$ cat src/design/dscp_pkg.sv
// Shared constants and types for the parabolic degree sine/cosine unit.
package dscp_pkg;

   // default fraction bits of the result
   localparam int FRAC_BITS_DEF = 14;

   // field widths
   localparam int ANGLE_W = 32;
   localparam int SUM_W   = ANGLE_W + 2;
   localparam int MAG_W   = 32;
   localparam int VALUE_W = 16;
   localparam int RES_W   = 32;

   // function select codes
   localparam logic FUNC_SINE   = 1'b0;
   localparam logic FUNC_COSINE = 1'b1;

   // angle constants in degrees
   localparam int DEG_QUARTER = 90;
   localparam int DEG_HALF    = 180;
   localparam int DEG_TURN    = 360;

   // reduction mod 360 by reciprocal multiply
   localparam int          RECIP_SHIFT = 40;
   localparam logic [31:0] RECIP_TURN  = 32'((64'd1 << RECIP_SHIFT) / DEG_TURN);
   localparam int          QUOT_W      = 24;
   localparam int          REM_W       = 10;
   localparam int          DEG_W       = 9;
   localparam int          FOLD_W      = 7;

   // parabola d*(180-d)/8100 with round to nearest
   localparam longint PARA_DIV  = DEG_QUARTER * DEG_QUARTER;
   localparam longint PARA_HALF = PARA_DIV / 2;

   // correction weight 0.225 = 3686 / 2^14
   localparam int CORR_NUM   = 3686;
   localparam int CORR_SHIFT = 14;

   // queue depths
   localparam int MID_DEPTH = 4;
   localparam int OUT_DEPTH = 16;

   // item handed from the front part to the back part
   typedef struct packed {
      logic             neg;
      logic [SUM_W-1:0] angle;
   } turn_item_type;

endpackage

$ cat src/design/dscp_fifo.sv
// Small register-based first-in first-out queue.
module dscp_fifo #(
   parameter int WIDTH = 8,
   parameter int DEPTH = 4
) (
   input  logic             clock,
   input  logic             reset,
   input  logic             push,
   input  logic [WIDTH-1:0] push_data,
   output logic             full,
   input  logic             pop,
   output logic [WIDTH-1:0] pop_data,
   output logic             empty
);

   localparam int PTR_W = (DEPTH > 1) ? $clog2(DEPTH) : 1;
   localparam int CNT_W = $clog2(DEPTH + 1);

   logic [WIDTH-1:0] mem_ff [DEPTH];
   logic [PTR_W-1:0] wr_ptr_ff, wr_ptr_in;
   logic [PTR_W-1:0] rd_ptr_ff, rd_ptr_in;
   logic [CNT_W-1:0] count_ff, count_in;
   logic             do_push;
   logic             do_pop;

   assign full     = (count_ff == CNT_W'(DEPTH));
   assign empty    = (count_ff == '0);
   assign do_push  = push && !full;
   assign do_pop   = pop && !empty;
   assign pop_data = mem_ff[rd_ptr_ff];

   // pointer and fill count update
   always_comb begin
      wr_ptr_in = wr_ptr_ff;
      rd_ptr_in = rd_ptr_ff;
      if (do_push) begin
         wr_ptr_in = (wr_ptr_ff == PTR_W'(DEPTH - 1)) ? '0 : wr_ptr_ff + 1'b1;
      end
      if (do_pop) begin
         rd_ptr_in = (rd_ptr_ff == PTR_W'(DEPTH - 1)) ? '0 : rd_ptr_ff + 1'b1;
      end
      count_in = count_ff + CNT_W'(do_push) - CNT_W'(do_pop);
   end

   always_ff @(posedge clock) begin
      if (reset) begin
         wr_ptr_ff <= '0;
         rd_ptr_ff <= '0;
         count_ff  <= '0;
      end else begin
         wr_ptr_ff <= wr_ptr_in;
         rd_ptr_ff <= rd_ptr_in;
         count_ff  <= count_in;
      end
   end

   // storage, no reset
   always_ff @(posedge clock) begin
      if (do_push) begin
         mem_ff[wr_ptr_ff] <= push_data;
      end
   end

endmodule

$ cat src/design/dscp_front.sv
// Front part: applies the cosine offset and classifies the angle sign.
module dscp_front import dscp_pkg::*; (
   input  logic                      req_func,
   input  logic signed [ANGLE_W-1:0] req_angle_deg,
   output turn_item_type             item
);

   logic [SUM_W-1:0] angle_ext;
   logic [SUM_W-1:0] offset;
   logic [SUM_W-1:0] sum;

   // cosine is sine shifted by a quarter turn, in wider arithmetic
   always_comb begin
      angle_ext  = {{(SUM_W - ANGLE_W){req_angle_deg[ANGLE_W-1]}}, req_angle_deg};
      offset     = (req_func == FUNC_COSINE) ? SUM_W'(DEG_QUARTER) : '0;
      sum        = angle_ext + offset;
      item.neg   = sum[SUM_W-1];
      item.angle = sum;
   end

endmodule

$ cat src/design/dscp_back.sv
// Back part: turn reduction, folding, parabola lookup, correction and sign.
module dscp_back import dscp_pkg::*; #(
   parameter int FRAC_BITS = FRAC_BITS_DEF
) (
   input  logic                      clock,
   input  logic                      reset,
   input  logic                      extra_precision,
   input  logic                      mid_empty,
   input  turn_item_type             mid_item,
   output logic                      mid_pop,
   input  logic                      rsp_pop,
   output logic                      rsp_empty,
   output logic signed [VALUE_W-1:0] rsp_value
);

   localparam int YW    = FRAC_BITS + 1;
   localparam int SQ_W  = 2 * YW + 1;
   localparam int CP_W  = YW + CORR_SHIFT + 1;
   localparam int CNT_W = $clog2(OUT_DEPTH + 1);
   localparam int NSTG  = 7;

   // issue control
   logic [CNT_W-1:0] outst_ff, outst_in;
   logic             issue;
   logic             popped;
   logic [NSTG:1]    vld_ff, vld_in;

   // stage registers
   logic             neg1_ff, neg2_ff, neg3_ff;
   logic [MAG_W-1:0] mag1_ff, mag2_ff, mag3_ff;
   logic [MAG_W-1:0] mag1_in;
   logic [2*MAG_W-1:0] prod2_ff, prod2_in;
   logic [MAG_W-1:0] qm3_ff, qm3_in;
   logic [FOLD_W-1:0] d4_ff, d4_in;
   logic             half4_ff, half4_in;
   logic [YW-1:0]    y5_ff, y6_ff, y7_ff;
   logic             half5_ff, half6_ff, half7_ff;
   logic [YW-1:0]    sq6_ff, sq6_in;
   logic [YW-1:0]    corr7_ff, corr7_in;

   // combinational helpers
   logic [SUM_W-1:0]  neg_angle;
   logic [QUOT_W-1:0] quot;
   logic [MAG_W-1:0]  quot_ext;
   logic [MAG_W-1:0]  diff;
   logic [REM_W-1:0]  rem;
   logic [DEG_W-1:0]  r0;
   logic [DEG_W-1:0]  r_turn;
   logic [DEG_W-1:0]  r_half;
   logic [DEG_W-1:0]  r_fold;
   logic [YW-1:0]     ptab [2**FOLD_W];
   logic [SQ_W-1:0]   sq_full;
   logic [YW-1:0]     m7;
   logic [CP_W-1:0]   cprod;
   logic [YW-1:0]     y_fix;
   logic [RES_W-1:0]  res;
   logic [VALUE_W-1:0] value;
   logic              out_full;
   logic [VALUE_W-1:0] out_data;

   // credit: items in flight plus items waiting never exceed the output queue
   assign issue   = !mid_empty && (outst_ff < CNT_W'(OUT_DEPTH));
   assign mid_pop = issue;
   assign popped  = rsp_pop && !rsp_empty;
   assign outst_in = outst_ff + CNT_W'(issue) - CNT_W'(popped);
   assign vld_in   = {vld_ff[NSTG-1:1], issue};

   always_ff @(posedge clock) begin
      if (reset) begin
         outst_ff <= '0;
         vld_ff   <= '0;
      end else begin
         outst_ff <= outst_in;
         vld_ff   <= vld_in;
      end
   end

   // stage 1: magnitude of the angle
   always_comb begin
      neg_angle = -mid_item.angle;
      mag1_in   = mid_item.neg ? neg_angle[MAG_W-1:0] : mid_item.angle[MAG_W-1:0];
   end

   // stage 2: quotient estimate by reciprocal
   assign prod2_in = 64'(mag1_ff) * 64'(RECIP_TURN);

   // stage 3: quotient times a turn
   always_comb begin
      quot     = prod2_ff[RECIP_SHIFT +: QUOT_W];
      quot_ext = MAG_W'(quot);
      qm3_in   = quot_ext * MAG_W'(DEG_TURN);
   end

   // stage 4: remainder with one correction, then fold to a quarter turn
   always_comb begin
      diff   = mag3_ff - qm3_ff;
      rem    = diff[REM_W-1:0];
      r0     = (rem >= REM_W'(DEG_TURN)) ? DEG_W'(rem - REM_W'(DEG_TURN)) : DEG_W'(rem);
      if (neg3_ff) begin
         r_turn = (r0 == '0) ? DEG_W'(DEG_TURN) : DEG_W'(DEG_TURN) - r0;
      end else begin
         r_turn = r0;
      end
      half4_in = (r_turn >= DEG_W'(DEG_HALF));
      r_half   = half4_in ? r_turn - DEG_W'(DEG_HALF) : r_turn;
      r_fold   = (r_half > DEG_W'(DEG_QUARTER)) ? DEG_W'(DEG_HALF) - r_half : r_half;
      d4_in    = r_fold[FOLD_W-1:0];
   end

   // parabola table, one entry per folded degree
   for (genvar gi = 0; gi < 2**FOLD_W; gi++) begin : g_ptab
      localparam longint PROD  = (gi <= DEG_QUARTER) ? longint'(gi * (DEG_HALF - gi)) : 0;
      localparam longint ENTRY = ((PROD << FRAC_BITS) + PARA_HALF) / PARA_DIV;
      assign ptab[gi] = YW'(ENTRY);
   end

   // stage 6: rounded square
   always_comb begin
      sq_full = SQ_W'(y5_ff) * SQ_W'(y5_ff) + (SQ_W'(1) << (FRAC_BITS - 1));
      sq6_in  = YW'(sq_full >> FRAC_BITS);
   end

   // stage 7: weighted correction term
   always_comb begin
      m7       = (sq6_ff <= y6_ff) ? y6_ff - sq6_ff : '0;
      cprod    = CP_W'(m7) * CP_W'(CORR_NUM) + (CP_W'(1) << (CORR_SHIFT - 1));
      corr7_in = YW'(cprod >> CORR_SHIFT);
   end

   // final: apply correction and sign
   always_comb begin
      if (extra_precision) begin
         y_fix = (corr7_ff <= y7_ff) ? y7_ff - corr7_ff : '0;
      end else begin
         y_fix = y7_ff;
      end
      res   = half7_ff ? -RES_W'(y_fix) : RES_W'(y_fix);
      value = res[VALUE_W-1:0];
   end

   // pipeline payload, no reset
   always_ff @(posedge clock) begin
      neg1_ff  <= mid_item.neg;
      mag1_ff  <= mag1_in;
      neg2_ff  <= neg1_ff;
      mag2_ff  <= mag1_ff;
      prod2_ff <= prod2_in;
      neg3_ff  <= neg2_ff;
      mag3_ff  <= mag2_ff;
      qm3_ff   <= qm3_in;
      d4_ff    <= d4_in;
      half4_ff <= half4_in;
      y5_ff    <= ptab[d4_ff];
      half5_ff <= half4_ff;
      y6_ff    <= y5_ff;
      sq6_ff   <= sq6_in;
      half6_ff <= half5_ff;
      y7_ff    <= y6_ff;
      corr7_ff <= corr7_in;
      half7_ff <= half6_ff;
   end

   // result queue
   dscp_fifo #(
      .WIDTH (VALUE_W),
      .DEPTH (OUT_DEPTH)
   ) u_out_fifo (
      .clock     (clock),
      .reset     (reset),
      .push      (vld_ff[NSTG]),
      .push_data (value),
      .full      (out_full),
      .pop       (rsp_pop),
      .pop_data  (out_data),
      .empty     (rsp_empty)
   );

   assign rsp_value = $signed(out_data);

`ifndef NO_ASSERTIONS
   a_no_overflow: assert property (@(posedge clock) disable iff (reset)
      vld_ff[NSTG] |-> !out_full)
      else $error("result reached a full output queue");

   a_idle_when_no_credit: assert property (@(posedge clock) disable iff (reset)
      (outst_ff == '0) |-> (vld_ff == '0 && rsp_empty))
      else $error("item in flight with no outstanding count");

   a_fold_range: assert property (@(posedge clock) disable iff (reset)
      vld_ff[4] |-> (d4_ff <= FOLD_W'(DEG_QUARTER)))
      else $error("folded angle above a quarter turn");

   a_parabola_range: assert property (@(posedge clock) disable iff (reset)
      vld_ff[5] |-> (y5_ff <= (YW'(1) << FRAC_BITS)))
      else $error("parabola magnitude above one");
`endif

endmodule

$ cat src/design/degree_sine_cosine_parabolic.sv
// Top level of the parabolic degree sine/cosine unit.
//
//   channel  ports                                   direction  handshake
//   req      req_push req_full req_func req_angle_deg  in        push & !full
//   rsp      rsp_pop rsp_empty rsp_value               out       pop & !empty
//   csr      csr_valid csr_ready csr_data              in        valid & ready
//
// One item is accepted per cycle while req_full is low. Each item passes through the
// seven-stage back pipeline (magnitude, two multiplies for the mod 360 reduction,
// fold, table lookup, square, weight multiply) and its result is then written into
// the result queue; items reach the back pipeline through the mid queue.
// Synchronous active-high reset clears queues, credits and extra_precision.
// A stalled rsp side fills the 16-entry result queue, then the 4-entry mid
// queue, then req_full rises; the input side never blocks the output side.
module degree_sine_cosine_parabolic import dscp_pkg::*; #(
   parameter int FRAC_BITS = FRAC_BITS_DEF
) (
   input  logic                      clock,
   input  logic                      reset,
   input  logic                      req_push,
   output logic                      req_full,
   input  logic                      req_func,
   input  logic signed [ANGLE_W-1:0] req_angle_deg,
   output logic                      rsp_empty,
   input  logic                      rsp_pop,
   output logic signed [VALUE_W-1:0] rsp_value,
   input  logic                      csr_valid,
   output logic                      csr_ready,
   input  logic                      csr_data
);

   localparam int ITEM_W = $bits(turn_item_type);

   logic              extra_precision_ff, extra_precision_in;
   turn_item_type     front_item;
   turn_item_type     mid_item;
   logic [ITEM_W-1:0] mid_bits;
   logic              mid_empty;
   logic              mid_pop;

   // configuration register
   assign csr_ready          = 1'b1;
   assign extra_precision_in = csr_valid ? csr_data : extra_precision_ff;

   always_ff @(posedge clock) begin
      if (reset) begin
         extra_precision_ff <= 1'b0;
      end else begin
         extra_precision_ff <= extra_precision_in;
      end
   end

   // classify incoming items
   dscp_front u_front (
      .req_func      (req_func),
      .req_angle_deg (req_angle_deg),
      .item          (front_item)
   );

   // queue between front and back
   dscp_fifo #(
      .WIDTH (ITEM_W),
      .DEPTH (MID_DEPTH)
   ) u_mid_fifo (
      .clock     (clock),
      .reset     (reset),
      .push      (req_push),
      .push_data (front_item),
      .full      (req_full),
      .pop       (mid_pop),
      .pop_data  (mid_bits),
      .empty     (mid_empty)
   );

   assign mid_item = turn_item_type'(mid_bits);

   // evaluation pipeline and result queue
   dscp_back #(
      .FRAC_BITS (FRAC_BITS)
   ) u_back (
      .clock           (clock),
      .reset           (reset),
      .extra_precision (extra_precision_ff),
      .mid_empty       (mid_empty),
      .mid_item        (mid_item),
      .mid_pop         (mid_pop),
      .rsp_pop         (rsp_pop),
      .rsp_empty       (rsp_empty),
      .rsp_value       (rsp_value)
   );

endmodule

$ cat config.mk
export PLATFORM = sky130hd
export DESIGN_NAME = degree_sine_cosine_parabolic
export DESIGN_NICKNAME = d
export VERILOG_FILES = /design/src/design/dscp_pkg.sv /design/src/design/dscp_fifo.sv /design/src/design/dscp_front.sv /design/src/design/dscp_back.sv /design/src/design/degree_sine_cosine_parabolic.sv
export SDC_FILE = /design/constraint.sdc
export NUM_CORES = 2
export LEC_CHECK = 0
export ABC_AREA = 1
export BUFFER_PORTS_ARGS = -buffer_cell sky130_fd_sc_hd__buf_2
export CORE_ASPECT_RATIO = 0.9
export CORE_MARGIN = 3
export CORE_UTILIZATION = 59
export CTS_CLUSTER_DIAMETER = 80
export DETAILED_ROUTE_END_ITERATION = 12
export GPL_ROUTABILITY_DRIVEN = 0
export PLACE_DENSITY = 0.78
export RECOVER_POWER = 25
export SLEW_MARGIN = 20
export SYNTH_ARGS = -nofsm -noshare
export SYNTH_HDL_FRONTEND = slang
export SYNTH_HIERARCHICAL = 1
export SYNTH_SLANG_ARGS = --single-unit
$ cat constraint.sdc
create_clock -name clock -period 7.6 [get_ports clock]
set_input_delay 0.76 -clock clock [delete_from_list [all_inputs] [get_ports clock]]
set_output_delay 0.76 -clock clock [all_outputs]
set_load 0.03 [all_outputs]
[Yosys cells after proc, flatten, opt, wreduce, memory -nomap -nowiden]
Memories as Yosys holds them, arrays and structs flattened. A register that Yosys moved wholly into a read port is not among the register bits.
Index checks and enable logic that the tools add are counted.
W data, S select, Z words.
Word-level totals
  bits in registers: 229
  RAM bits: 396
  bits in read-only memories: 1920
  bits of input ports: 39
  output and inout port bits: 19
  logic and storage cells: 103
  memories kept: 3
Memory list
  (name not given): depth 128, bits a word 15, rd ports 1, clocked after memory_dff 1, write ports 0, line dscp_back.sv:153  | y5_ff <= ptab[d4_ff];
  u_back.u_out_fifo.mem_ff: depth 16, bits a word 16, rd ports 1, clocked after memory_dff 1, write ports 1, line dscp_fifo.sv:19  | logic [WIDTH-1:0] mem_ff [DEPTH];
  u_mid_fifo.mem_ff: depth 4, bits a word 35, rd ports 1, clocked after memory_dff 1, write ports 1, line dscp_fifo.sv:19
Cells by class
  $add $sub $neg: 22
  multiply operators: 4
  $lt $le $gt $ge: 6
  equality and inequality tests: 6
  mux-type cells: 23
  bitwise operators: 1
  reduce and logical (&&, ||, !) cells: 12
Operators by type and width (number)
  $mul A32 B31 Y63 const B: 1
  $mux W15: 3
  $mux W9: 4
  $add A32 B8 Y33: 1
  $mux W32: 1
  $neg A32 Y32: 1
  $le A15 B15 Y1: 2
  $sub A15 B15 Y15: 2
  $add A29 B14 Y29 const B: 1
  $mul A15 B15 Y29: 1
  $add A27 B14 Y28 const B: 1
  $mul A15 B11 Y26 const B: 1
  $mul A24 B6 Y7 const B: 1
  $mux W16: 1
  $mux W4: 4
  $neg A15 Y16: 1
  $mux W7: 2
  $add A5 B1 Y5: 2
  $ge A10 B9 Y1 const B: 1
  $sub A10 B10 Y10: 1
  $sub A5 B1 Y5: 2
  $ge A9 B8 Y1 const B: 1
  $gt A9 B7 Y1 const B: 1
  $logic_not A9 Y1: 1
  other kinds (20): 37

[Depth between registers and ports, before layout]
  depth in word-level cells: 10
  depth in mapped cells: 43
  mapped depth without buffers: 42

[Modules after synthesis]
Netlist, hierarchy kept.
Modules (own cells, without submodules)
  dscp_back: times used 1, cells an instance 3513, area an instance 30247.8 µm², seq. area each 3323.2 µm²
  dscp_fifo (u_back.u_out_fifo): times used 1, cells an instance 1085, area an instance 11711.2 µm², seq. area each 8027.7 µm²
  dscp_fifo (u_mid_fifo): times used 1, cells an instance 410, area an instance 5703.0 µm², seq. area each 4384.2 µm²
  dscp_front: times used 1, cells an instance 238, area an instance 1166.1 µm², seq. area each 0.0 µm²
  degree_sine_cosine_parabolic: times used 1, cells an instance 9, area an instance 56.3 µm², seq. area each 20.0 µm²

[Least setup slack after synthesis]
No wires, ideal clock.
  path kind: register to register
  start point: reg u_back.sq6_ff[2]
  end point: reg u_back.corr7_ff[11]
  library setup time: 72 ps
  data arrival time: 7066 ps
  required time: 7528 ps
  path slack: 462 ps
  stages on the path, launching flop included: 41
  buffers on the path: 1
  period minus slack after synthesis: 7138 ps
  cell sequence: dfxtp_1 inv_1 ha_1 nand2_1 nor2_1 a211oi_1 nor2_1 o21ai_0 nand2_1 nand3_1 o2111ai_1 nand2_1 nand2_1 a21oi_1 o21ai_0 clkbuf_1 inv_1 or2_2 [5 not listed] fa_1 inv_1 fa_1 fa_1 inv_1 ha_1 nand2_1 nor4_1 nand2_1 nand3_1 xor2_1 and3_1 nand3_1 nor3_1 nand2_1 nor2_1 and3_1 xor2_1
On the way
  longest elaborated chain between the ends: 4
  elaborated cells between the ends (all ways): 5
  classes of those cells: 2 x add/sub; 1 x mul; 1 x order compare; 1 x mux
RTL lines
  from (decl): line dscp_back.sv:38  | logic [YW-1:0] sq6_ff, sq6_in;
  from (signal assigned): line dscp_back.sv:156  | sq6_ff <= sq6_in;
  $sub A15 B15 Y15 / $le A15 B15 Y1 (equally long branches): line dscp_back.sv:125  | m7 = (sq6_ff <= y6_ff) ? y6_ff - sq6_ff : '0;
  $mux W15 (*): line dscp_back.sv:125
  $mul A15 B11 Y26 (*): line dscp_back.sv:126  | cprod = CP_W'(m7) * CP_W'(CORR_NUM) + (CP_W'(1) << (CORR_SHIFT - 1));
  $add A27 B14 Y28 (*): line dscp_back.sv:126
  net u_back.cprod[25]: line dscp_back.sv:54  | logic [CP_W-1:0] cprod;
  to (signal assigned): line dscp_back.sv:159  | corr7_ff <= corr7_in;
  to (decl): line dscp_back.sv:39  | logic [YW-1:0] corr7_ff, corr7_in;
Mark *: on every way through the listed nets, which the timed path passes. The rest lies on a longest branch.
A chain may end at the register's enable or synchronous reset.

[Worst setup path in the final report]
  start point: reg u_back.sq6_ff[1]
  end point: reg u_back.corr7_ff[11]
Same word-level chain as after synthesis.

==> summary.txt <==
Starting Density - 59.8%
Synth Warn # - 6
CP max stage delay - 550 ps
Die area - 85800 um2
IO Count - 58
Period utilisation layout - 96.2%
Die height - 278 um
Max frequency - 137 MHz
ANT nets after route - 0
Clock transition at path regs - 60 ps
Die width - 308 um
Pins Over Slew Limit - 24
# hold bufs at CTS - 0
HP Class - reg2reg
Crit-path slowest cell - fa_1
Met3 routed WL - 10.6 mm
First drt pass iteration count - 6
Final hold viol count - 0
Syn Inst Count - 5228
Overflow after GRT - 0
Critical Path RT - 8150 ps
Final min period - 7310 ps
Gr usage total - 27.0%
Fin cells - 6384
M1 WL - 48.9 mm
Row count - 99
Layout cells sized above 1 - 6.07%
Synthesized area - 48600 um2
Inst Count DP - 6271
First-pass GRT wire length - 184 mm
CTS tree - built
Total CTS buffers - 58
CP endpoint kind - register
Clock Latency Late Sink - 640 ps
Syn Area/Cell - 9.29 um2
Syn nets - 6280
Pin count of the biggest net entering global routing - 83
Core area - 81300 um2
Max Used Layer - met5
Setup Skew - 50.2 ps
Root Buffer - clkbuf_16
Arrival time worst endpoint - 7860 ps
Met2 wire length - 52.1 mm
Vias in the first global route - 34937
Post-DP HPWL - 85.4 mm
DRT Wirelength - 114 mm
Slew HR - -8.71%
Clock sink count - 581
IO Port Bufs - 56
RSZ-0062 raised after global routing - true
Violated checks - max-capacitance violations, max-slew violations
Crit path max fanout - 7
Number of remaining DRC errors - 0
Nets - 6328
Clock Tree Buf Depth - 3
Initial antenna violation count - 1
Status - finished with violations
WL/cell - 17.9 um
1st-iter DRT viols - 3336
CP Launch Type - register
Via/cell ratio - 5.50
Worst Hold Slack - 305 ps
Total number of vias - 35093
CP dominant cell by count - inv_1
Least-Margin Pin Slew - 1630 ps
H-tree depth - 2
Area Growth Syn to Fin - 6.97%
Setup CP Type - reg2reg
Max cap viols - 1
Setup violators final - 0
critical path, delay by kind of cell, from the launching register on:
family	cells	cell delay (ps)
fa+ha+maj	7	2950
buf+inv	7	510
compound gates	11	1690
flops	1	340
simple gates	13	1410
xor+xnor	2	350
layout make-up:
class / count / area (um2)
antenna: 1 / 2.50
inverter: 1144 / 4300
tap: 1060 / 1330
timing repair buffer: 111 / 633
sequential: 581 / 15500
clock buffer: 83 / 1650
clock inverter: 24 / 226
multi-input combinational: 3380 / 28300
fill: 6402 / 29300
timing repair:
| action | CTS | global route |
|---|---|---|
| endpoints found under the setup margin | 6 | 9 |
| pin swaps | 1 | 15 |
| resized for setup | 3 | 40 |
| setup buffers | 1 | 4 |
cells in the final DEF, fill, tap and decap left out, drive strengths merged, types with 6 or more instances in the layout:
cell       n
buf       93
a22oi      8
o21a      12
xor2      97
dfxtp    193
o22ai     36
nor2     351
o21bai     8
nand4     35
o21ai    203
a211oi     6
fa       499
nor4       8
nand3    276
o211ai    10
clkbuf   101
or2       43
xnor2     67
a31oi     13
ha       514
a21oi    165
edfxtp   388
nand2    929
nand3b    11
clkinv    18
inv     1146
nor3      30
a21o      11
o31ai      8
through the flow:
stage               TNS, ps  setup WS (ps)  cell area, um2  util (%)
floorplan                 0            462           48600         -
global placement          0           37.7           49900      61.4
detailed placement     -473           -216           49900      61.4
CTS                       0           1.76           51800      63.8
global route           -174          -76.6           51900      63.9
finish                    0            291           51900      63.9
state kept, by name (all words and copies together) (netlist names), 2 cells and up, named ones only:
signal	count
u_back/u_out_fifo/mem_ff	256
u_mid_fifo/mem_ff	132
u_back/mag1_ff	32
u_back/sq6_ff	15
u_back/y5_ff	15
u_back/y6_ff	15
u_back/y7_ff	15
u_back/corr7_ff	14
u_back/mag2_ff	10
u_back/mag3_ff	10
u_back/d4_ff	7
u_back/prod2_ff	7
u_back/qm3_ff	7
u_back/vld_ff	7
u_back/outst_ff	5
u_back/u_out_fifo/count_ff	5
u_back/u_out_fifo/rd_ptr_ff	4
u_back/u_out_fifo/wr_ptr_ff	4
u_mid_fifo/count_ff	3
u_mid_fifo/rd_ptr_ff	2
u_mid_fifo/wr_ptr_ff	2
metal layers:
metal / up-vias / global-route usage [%]
li1: 16601 / -
met1: 16814 / 38.6
met2: 1453 / 42.6
met3: 223 / 5.52
met4: 2 / 6.78
met5: - / 0
path summary, 6_finish.rpt:
check / from / end / slack [ps] / cells after the start
setup / recovery: u_back/sq6_ff[1]$_DFF_P_ / u_back/corr7_ff[11]$_DFF_P_ / 290 / 40
hold / removal: u_back/neg2_ff$_DFF_P_ / u_back/neg3_ff$_DFF_P_ / 310 / 0
setup reg to reg: u_back/sq6_ff[1]$_DFF_P_ / u_back/corr7_ff[11]$_DFF_P_ / 290 / 40
hold reg to reg: u_back/neg2_ff$_DFF_P_ / u_back/neg3_ff$_DFF_P_ / 310 / 0
Power is not shown: default switching activity piles up to over one toggle a cycle in this logic, so the estimate is an artifact.
